===== config.mk =====
export PLATFORM = sky130hd
export DESIGN_NAME = button_short_long_press_classifier
export DESIGN_NICKNAME = d
export VERILOG_FILES = /design/src/hw/rtl/bslpc_pkg.sv /design/src/hw/rtl/bslpc_core.sv /design/src/hw/rtl/button_short_long_press_classifier.sv
export SDC_FILE = /design/constraint.sdc
export NUM_CORES = 1
export LEC_CHECK = 0
export BUFFER_PORTS_ARGS = -buffer_cell sky130_fd_sc_hd__clkbuf_2
export CAP_MARGIN = 10
export CORE_UTILIZATION = 40
export CTS_CLUSTER_SIZE = 28
export DETAILED_ROUTE_END_ITERATION = 10
export GPL_TIMING_DRIVEN = 0
export RECOVER_POWER = 25
export SYNTH_ARGS = -nofsm -noshare
export SYNTH_HDL_FRONTEND = slang
export SYNTH_SLANG_ARGS = --single-unit

===== constraint.sdc =====
create_clock -name clk -period 5.8 [get_ports clk]
set_clock_uncertainty 0.15 [all_clocks]
set_input_delay 1.74 -clock clk [delete_from_list [all_inputs] [get_ports clk]]
set_output_delay 1.74 -clock clk [all_outputs]
set_load 0.05 [all_outputs]

===== src/hw/rtl/bslpc_pkg.sv =====
// types and constants shared by the button press classifier
package bslpc_pkg;

    localparam int unsigned CFG_IDX_W  = 3;
    localparam int unsigned CFG_DATA_W = 16;

    localparam logic [CFG_IDX_W-1:0] REG_RELEASE_HOLDOFF = 3'd0;
    localparam logic [CFG_IDX_W-1:0] REG_LONG_PRESS      = 3'd1;
    localparam logic [CFG_IDX_W-1:0] REG_KEY_UP_DELAY    = 3'd2;
    localparam logic [CFG_IDX_W-1:0] REG_LONG_KEYCODE    = 3'd3;
    localparam logic [CFG_IDX_W-1:0] REG_SHORT_KEYCODE   = 3'd4;
    localparam logic [CFG_IDX_W-1:0] REG_KEY_MODIFIER    = 3'd5;

    localparam logic [15:0] RELEASE_HOLDOFF_RST = 16'd50;
    localparam logic [15:0] LONG_PRESS_RST      = 16'd750;
    localparam logic [15:0] KEY_UP_DELAY_RST    = 16'd30;
    localparam logic [7:0]  LONG_KEYCODE_RST    = 8'd43;
    localparam logic [7:0]  SHORT_KEYCODE_RST   = 8'd10;
    localparam logic [7:0]  KEY_MODIFIER_RST    = 8'd8;

    localparam logic [1:0] KIND_NONE  = 2'd0;
    localparam logic [1:0] KIND_LONG  = 2'd1;
    localparam logic [1:0] KIND_SHORT = 2'd2;

    typedef struct packed {
        logic [31:0] now_ms;
        logic        raw_pressed;
        logic        host_ready;
    } in_t;

    typedef struct packed {
        logic       send_key_up;
        logic       send_key;
        logic [7:0] report_modifier;
        logic [7:0] report_keycode;
        logic [1:0] press_kind;
    } out_t;

    typedef struct packed {
        logic [15:0] release_holdoff_ms;
        logic [15:0] long_press_ms;
        logic [15:0] key_up_delay_ms;
        logic [7:0]  long_keycode;
        logic [7:0]  short_keycode;
        logic [7:0]  key_modifier;
    } cfg_t;

    typedef struct packed {
        logic        debounced_down;
        logic [31:0] last_raw_high_ms;
        logic        held_before;
        logic [31:0] press_start_ms;
        logic        long_done;
        logic        key_up_pending;
        logic [31:0] key_up_due_ms;
    } state_t;

endpackage


===== src/hw/rtl/bslpc_core.sv =====
// per-poll debounce and short/long press decision with next-state logic
module bslpc_core (
    input  bslpc_pkg::cfg_t   cfg,
    input  bslpc_pkg::state_t st,
    input  bslpc_pkg::in_t    beat,
    output bslpc_pkg::state_t st_next,
    output bslpc_pkg::out_t   res
);
    import bslpc_pkg::*;

    logic [31:0] since_high;
    logic [31:0] since_due;
    logic [31:0] since_press;
    logic [31:0] due_at;

    assign since_high  = beat.now_ms - st.last_raw_high_ms;
    assign since_due   = beat.now_ms - st.key_up_due_ms;
    assign since_press = beat.now_ms - st.press_start_ms;
    assign due_at      = beat.now_ms + {16'd0, cfg.key_up_delay_ms};

    always_comb
    begin
        st_next = st;
        res     = '0;

        // debounce: press at once, release after hold-off
        if (beat.raw_pressed)
        begin
            st_next.debounced_down   = 1'b1;
            st_next.last_raw_high_ms = beat.now_ms;
        end
        else if (since_high > {16'd0, cfg.release_holdoff_ms})
        begin
            st_next.debounced_down = 1'b0;
        end

        // wrap-safe key-up due check on pre-poll pending state
        if (st.key_up_pending && !since_due[31] && beat.host_ready)
        begin
            res.send_key_up        = 1'b1;
            st_next.key_up_pending = 1'b0;
        end

        if (st_next.debounced_down && !st.held_before)
        begin
            st_next.press_start_ms = beat.now_ms;
            st_next.held_before    = 1'b1;
            st_next.long_done      = 1'b0;
        end
        else if (st_next.debounced_down && st.held_before)
        begin
            if (!st.long_done && since_press >= {16'd0, cfg.long_press_ms}
                && beat.host_ready)
            begin
                res.send_key           = 1'b1;
                res.report_modifier    = cfg.key_modifier;
                res.report_keycode     = cfg.long_keycode;
                res.press_kind         = KIND_LONG;
                st_next.long_done      = 1'b1;
                st_next.key_up_pending = 1'b1;
                st_next.key_up_due_ms  = due_at;
            end
        end
        else if (!st_next.debounced_down && st.held_before)
        begin
            if (!st.long_done && beat.host_ready)
            begin
                res.send_key           = 1'b1;
                res.report_modifier    = cfg.key_modifier;
                res.report_keycode     = cfg.short_keycode;
                res.press_kind         = KIND_SHORT;
                st_next.key_up_pending = 1'b1;
                st_next.key_up_due_ms  = due_at;
            end
            st_next.held_before = 1'b0;
        end
    end

endmodule


===== src/hw/rtl/button_short_long_press_classifier.sv =====
// Single-button short/long press classifier. Each input beat is one poll
// (timestamp in ms, raw button bit, host-ready flag) and yields exactly one
// result beat. A poll passes through an input register and the decision is
// made combinationally into the result register, so one poll is taken every
// clock while the result side keeps up; an unread result stalls the poll.
// The user must write configuration registers through the plain write port
// only while no poll is in flight; the block itself does not enforce this.
module button_short_long_press_classifier (
    input  logic                                   clk,
    input  logic                                   rst_n,
    input  logic                                   in_valid,
    output logic                                   in_ready,
    input  bslpc_pkg::in_t                         in_data,
    output logic                                   out_valid,
    input  logic                                   out_ready,
    output bslpc_pkg::out_t                        out_data,
    input  logic                                   cfg_we,
    input  logic [bslpc_pkg::CFG_IDX_W-1:0]        cfg_index,
    input  logic [bslpc_pkg::CFG_DATA_W-1:0]       cfg_data
);
    import bslpc_pkg::*;

    cfg_t   cfg_reg;
    state_t st_reg;
    state_t st_next;
    in_t    beat_reg;
    logic   beat_valid_reg;
    out_t   res_next;
    out_t   res_reg;
    logic   res_valid_reg;
    logic   advance;
    logic   in_fire;

    assign advance   = beat_valid_reg && (!res_valid_reg || out_ready);
    assign in_ready  = !beat_valid_reg || advance;
    assign in_fire   = in_valid && in_ready;
    assign out_valid = res_valid_reg;
    assign out_data  = res_reg;

    bslpc_core u_core (
        .cfg     (cfg_reg),
        .st      (st_reg),
        .beat    (beat_reg),
        .st_next (st_next),
        .res     (res_next)
    );

    // configuration registers
    always_ff @(posedge clk or negedge rst_n)
    begin
        if (!rst_n)
        begin
            cfg_reg.release_holdoff_ms <= RELEASE_HOLDOFF_RST;
            cfg_reg.long_press_ms      <= LONG_PRESS_RST;
            cfg_reg.key_up_delay_ms    <= KEY_UP_DELAY_RST;
            cfg_reg.long_keycode       <= LONG_KEYCODE_RST;
            cfg_reg.short_keycode      <= SHORT_KEYCODE_RST;
            cfg_reg.key_modifier       <= KEY_MODIFIER_RST;
        end
        else if (cfg_we)
        begin
            unique case (cfg_index)
                REG_RELEASE_HOLDOFF: cfg_reg.release_holdoff_ms <= cfg_data;
                REG_LONG_PRESS:      cfg_reg.long_press_ms      <= cfg_data;
                REG_KEY_UP_DELAY:    cfg_reg.key_up_delay_ms    <= cfg_data;
                REG_LONG_KEYCODE:    cfg_reg.long_keycode       <= cfg_data[7:0];
                REG_SHORT_KEYCODE:   cfg_reg.short_keycode      <= cfg_data[7:0];
                REG_KEY_MODIFIER:    cfg_reg.key_modifier       <= cfg_data[7:0];
                default: ;
            endcase
        end
    end

    // control and classifier state
    always_ff @(posedge clk or negedge rst_n)
    begin
        if (!rst_n)
        begin
            beat_valid_reg <= 1'b0;
            res_valid_reg  <= 1'b0;
            st_reg         <= '0;
        end
        else
        begin
            if (in_ready)
            begin
                beat_valid_reg <= in_valid;
            end
            if (advance)
            begin
                res_valid_reg <= 1'b1;
                st_reg        <= st_next;
            end
            else if (out_ready)
            begin
                res_valid_reg <= 1'b0;
            end
        end
    end

    // payload registers
    always_ff @(posedge clk)
    begin
        if (in_fire)
        begin
            beat_reg <= in_data;
        end
        if (advance)
        begin
            res_reg <= res_next;
        end
    end

    a_no_key_fields_zero: assert property (@(posedge clk) disable iff (!rst_n)
        res_valid_reg && !res_reg.send_key |->
            res_reg.press_kind == KIND_NONE && res_reg.report_keycode == 8'd0
            && res_reg.report_modifier == 8'd0)
        else $error("key fields set without a key report");

    a_key_has_kind: assert property (@(posedge clk) disable iff (!rst_n)
        res_valid_reg && res_reg.send_key |->
            res_reg.press_kind == KIND_LONG || res_reg.press_kind == KIND_SHORT)
        else $error("key report without a press kind");

    a_key_arms_up: assert property (@(posedge clk) disable iff (!rst_n)
        advance && res_next.send_key |=> st_reg.key_up_pending)
        else $error("key report did not arm key-up");

    a_no_overwrite: assert property (@(posedge clk) disable iff (!rst_n)
        in_fire |-> !beat_valid_reg || advance)
        else $error("input register overwritten");

    a_long_once: assert property (@(posedge clk) disable iff (!rst_n)
        advance && st_reg.long_done && st_reg.held_before |->
            res_next.press_kind == KIND_NONE)
        else $error("second key report for one press");

endmodule

==> flow_results.org <==
** Status
- The run finished, with violations left.
- Violations in the final reports :: capacitance limit, slew limit

** Floorplanning
- Vert. Die Dim :: 194 µm
- # IOs :: 80
- Initial core utilization :: between 40% and 50%
- Die Footprint :: between 30000 and 40000 µm²
- From left edge to right edge, the die measures just under 200 µm.
- Core footprint :: between 30000 and 40000 µm²
- Site row count :: 70

** Detailed routing
- Via count :: between 10000 and 15000
- First-pass detailed-route iteration total :: 5
- Number of DRC violations after detailed-routing iteration 0 :: about 570
- Number of antenna-violating nets in the routed design :: 0
- Routed wire length per instance :: around 17 µm
- After detailed routing, the number of remaining DRC violations is 0.
- Via density :: roughly 5.3
- Routed wire length :: between 30 and 40 mm

** Synthesis
- The synthesized netlist devotes under 10% of its cell area to simple gates.
- Synth Area in XOR/XNOR :: 4.74%
- Sequential share of the synthesized area :: between 40% and 50%
- Summing the areas of all fa, ha and maj instances in the mapped netlist gives between 10% and 20% of the synthesized area.
- Async set-reset flop share out of synthesis :: roughly three quarters
- After synthesis, the largest family of logic cells by area is compound AO/OA/AOI/OAI gates.
- Netlist area before placement :: around 15000 µm²
- Mean instance size in the synthesized netlist :: a little over 10 µm²
- Yosys printed 0 warnings.
- Distinct cell type count of the synthesized netlist :: 82
- Post-Synthesis Net Count :: 1647
- EDFF count, synth :: 54
- The synthesized netlist devotes 16.7% of its cell area to compound gates.
- For this run, the leading register cell type out of synthesis is sky130_fd_sc_hd__dfrtp_1.
- In this run, synthesis produced a sequential element count of about 230.
- Of the post-synthesis cell area, the part taken by muxes is a little over a tenth.
- Gate count of the mapped netlist :: 1443

** Placement
- Sum of net half-perimeters after detailed placement :: 26.7 mm
- The congestion estimate from routability-driven global placement came to about 0.88.
- During placement, the flow inserted port buffers numbering 78.
- Counting tap cells, the placed design contains a total of between 1500 and 2000 instances.

** Critical path
- The largest individual stage delay along the critical path comes from the cell sky130_fd_sc_hd__edfxtp_1.
- STA puts the critical path data required time at a little over 6 ns.
- Worst setup EP type :: flip-flop
- Worst path max stage delay :: 0.49 ns
- Worst setup SP type :: flip-flop
- The critical path in this run is classified as flip-flop to flip-flop.
- Most common cell type on the critical path :: sky130_fd_sc_hd__nand4_1
- At the worst endpoint, the arrival time is between 5 and 6 ns.
- Maximum fanout encountered on the critical timing path :: 10

** STA
- Final Setup Violations :: 0
- The worst path in the final design needs a cycle of roughly 5.6 ns, including I/O delays and setup.
- Final clock period utilization by the worst path :: between 90% and 100%
- Final Hold Viols :: 0
- Summed negative setup slack over all endpoints :: 0 ns
- The number of max-slew violations in the final report is between 100 and 150.
- Across all hold checks on the routed design, the worst slack comes to ~0.34 ns.
- Static timing analysis puts the maximum clock frequency at 0.179 GHz.
- Measured against its own limit, the worst slew margin works out to -77.0%.
- For the pin with the worst max-slew slack, the measured transition is 2.66 ns.

** Clock network
- After clock tree synthesis, the clock-pin slew on the worst setup and hold paths is around 0.060 ns.
- Total clock sinks :: approximately 230
- CTS Hold Bufs :: 0
- Clock Root Buffer :: sky130_fd_sc_hd__clkbuf_16
- CTS built an H-tree with a depth of 1.
- TritonCTS built the clock tree.
- Clock latency at the later pin of the worst-skew pair :: 0.56 ns
- The clock passes through at most 3 buffers.
- Number of CTS-inserted buffers :: 27

** Power
- The worst-case IR drop observed on VDD is roughly 0.00019 V.
- Total power of the final layout :: 7760 µW
- PwrDens :: 450 nW/µm²
- In this run the static leakage power is 0.00805 µW.

** Finish
- Core Util, Final :: about 47%
- Compared with the post-synthesis result, the final layout area differs by 16.6%.
- Number of flip-flops under the largest register name :: 100
- After the last flow step, the layout net total stands at roughly 1800.
- Most frequent cells in the layout :: 153 x sky130_fd_sc_hd__dfrtp_1, 150 x sky130_fd_sc_hd__inv_1, 135 x sky130_fd_sc_hd__ha_1, 108 x sky130_fd_sc_hd__mux2_2, 102 x sky130_fd_sc_hd__nand2_1
- Fin cells :: around 2100
- The number of antenna diodes in the final layout is 0.
- Ratio of cells with drive above 1 in the final layout :: 22.4%
- The library cell used most frequently in the layout, excluding fill and tap cells, is sky130_fd_sc_hd__dfrtp_1.

** GRT
- Entering global routing, the biggest net connects 104 pins.
- Overflow after GRT :: 0
- The first global-routing pass estimated ~56 mm of wire.
- The number of antenna violations at the first check in global routing was 0.
- Vias in the first global route :: 10768
- Total global routing track utilization :: about a fifth

** Min path
- Worst min-delay path class :: flip-flop to flip-flop

** Job
- Across the run, the number of max-cap violations was 1.
[repair_timing]
item | 4_1_cts | 5_1_grt
setup endpoints to repair | 85 | 79
pin swaps | 14 | 30
setup buffers | 16 | 26
cloned | 0 | 0
gates resized for setup | 27 | 27
[worst max-delay path: cells and delay by family, from the launching register on]
kind                       cells  cell delay [ns]
adders and majority gates      3             0.75
AOI/OAI and AO/OA             10             1.52
DFF                            1             0.49
and+or+nand+nor                8             1.49
xor gates and xnor gates       1             0.14
muxes                          1             0.30
buffers and inverters          4             0.61
[path summary, 6_finish.rpt]
check | slack [ns] | startpoint | cells after the start | to
min reg2reg | 0.34 | st_reg[18] | 1 | st_reg[18]
min in group asynchronous | 1.78 | rst_n | 1 | st_reg[63]
max in group asynchronous | 2.05 | rst_n | 1 | st_reg[33]
max reg2reg | 0.21 | beat_reg[7] | 27 | st_reg[31]
min | 0.34 | st_reg[18] | 1 | st_reg[18]
max | 0.21 | beat_reg[7] | 27 | st_reg[31]
[through the flow]
| step | setup WS, ns | instance area, µm² |
|---|---|---|
| detailed placement | -1.10 | 15800 |
| global placement | -1.03 | 15800 |
| global route | -0.0778 | 17200 |
| floorplan | 0.563 | 14800 |
| CTS | 0.00217 | 17000 |
| finish | 0.213 | 17200 |
[kinds of logic (layout without fill, tap and decap cells)]
family,count (synthesis),count (layout)
compound gates,358,358
flops,228,228
mux,142,142
simple gates,299,299
xor+xnor,80,80
fa+ha+maj,146,146
buf+inv,190,360
[final cells by class]
class                           instances  area [µm²]
Multi-Input combinational cell       1025        8230
Sequential cell                       228        6000
Fill cell                            3430       19200
Clock buffer                           36         803
Buffer                                 37         190
Tap cell                              468         586
Clock inverter                         14         109
Timing Repair Buffer                  120         737
Inverter                              153         574
[report_power, final]
group	internal (µW)	leakage, µW	switching (µW)
clock	1020	0.000447	703
combinational	1660	0.00505	2070
sequential	2100	0.00255	206
[layer usage]
metal  wire length [µm]  GRT usage [%]  vias up
li1                   -              -     5481
met1              17200           26.0     5262
met2              15900           30.3      184
met3               1290           2.19       67
met4               1030           5.73        0
met5                  0              0        -
[Yosys cell counts, types with 17 or more instances]
library cell                 n  area (µm²)
sky130_fd_sc_hd__dfrtp_1   153        3830
sky130_fd_sc_hd__inv_1     152         571
sky130_fd_sc_hd__ha_1      143        1790
sky130_fd_sc_hd__mux2_2    108        1220
sky130_fd_sc_hd__nand2_1   103         387
sky130_fd_sc_hd__o21ai_0    83         415
sky130_fd_sc_hd__a21oi_1    80         400
sky130_fd_sc_hd__nor2_1     63         236
sky130_fd_sc_hd__xnor2_1    55         482
sky130_fd_sc_hd__a21o_1     54         405
sky130_fd_sc_hd__edfxtp_1   54        1620
sky130_fd_sc_hd__clkbuf_1   28         105
sky130_fd_sc_hd__mux2i_1    28         280
sky130_fd_sc_hd__nand3_1    26         130
sky130_fd_sc_hd__xor2_1     25         219
sky130_fd_sc_hd__dfstp_2    21         552
sky130_fd_sc_hd__nand4_1    17         106
No activity file was read; power rests on OpenSTA's default activity.
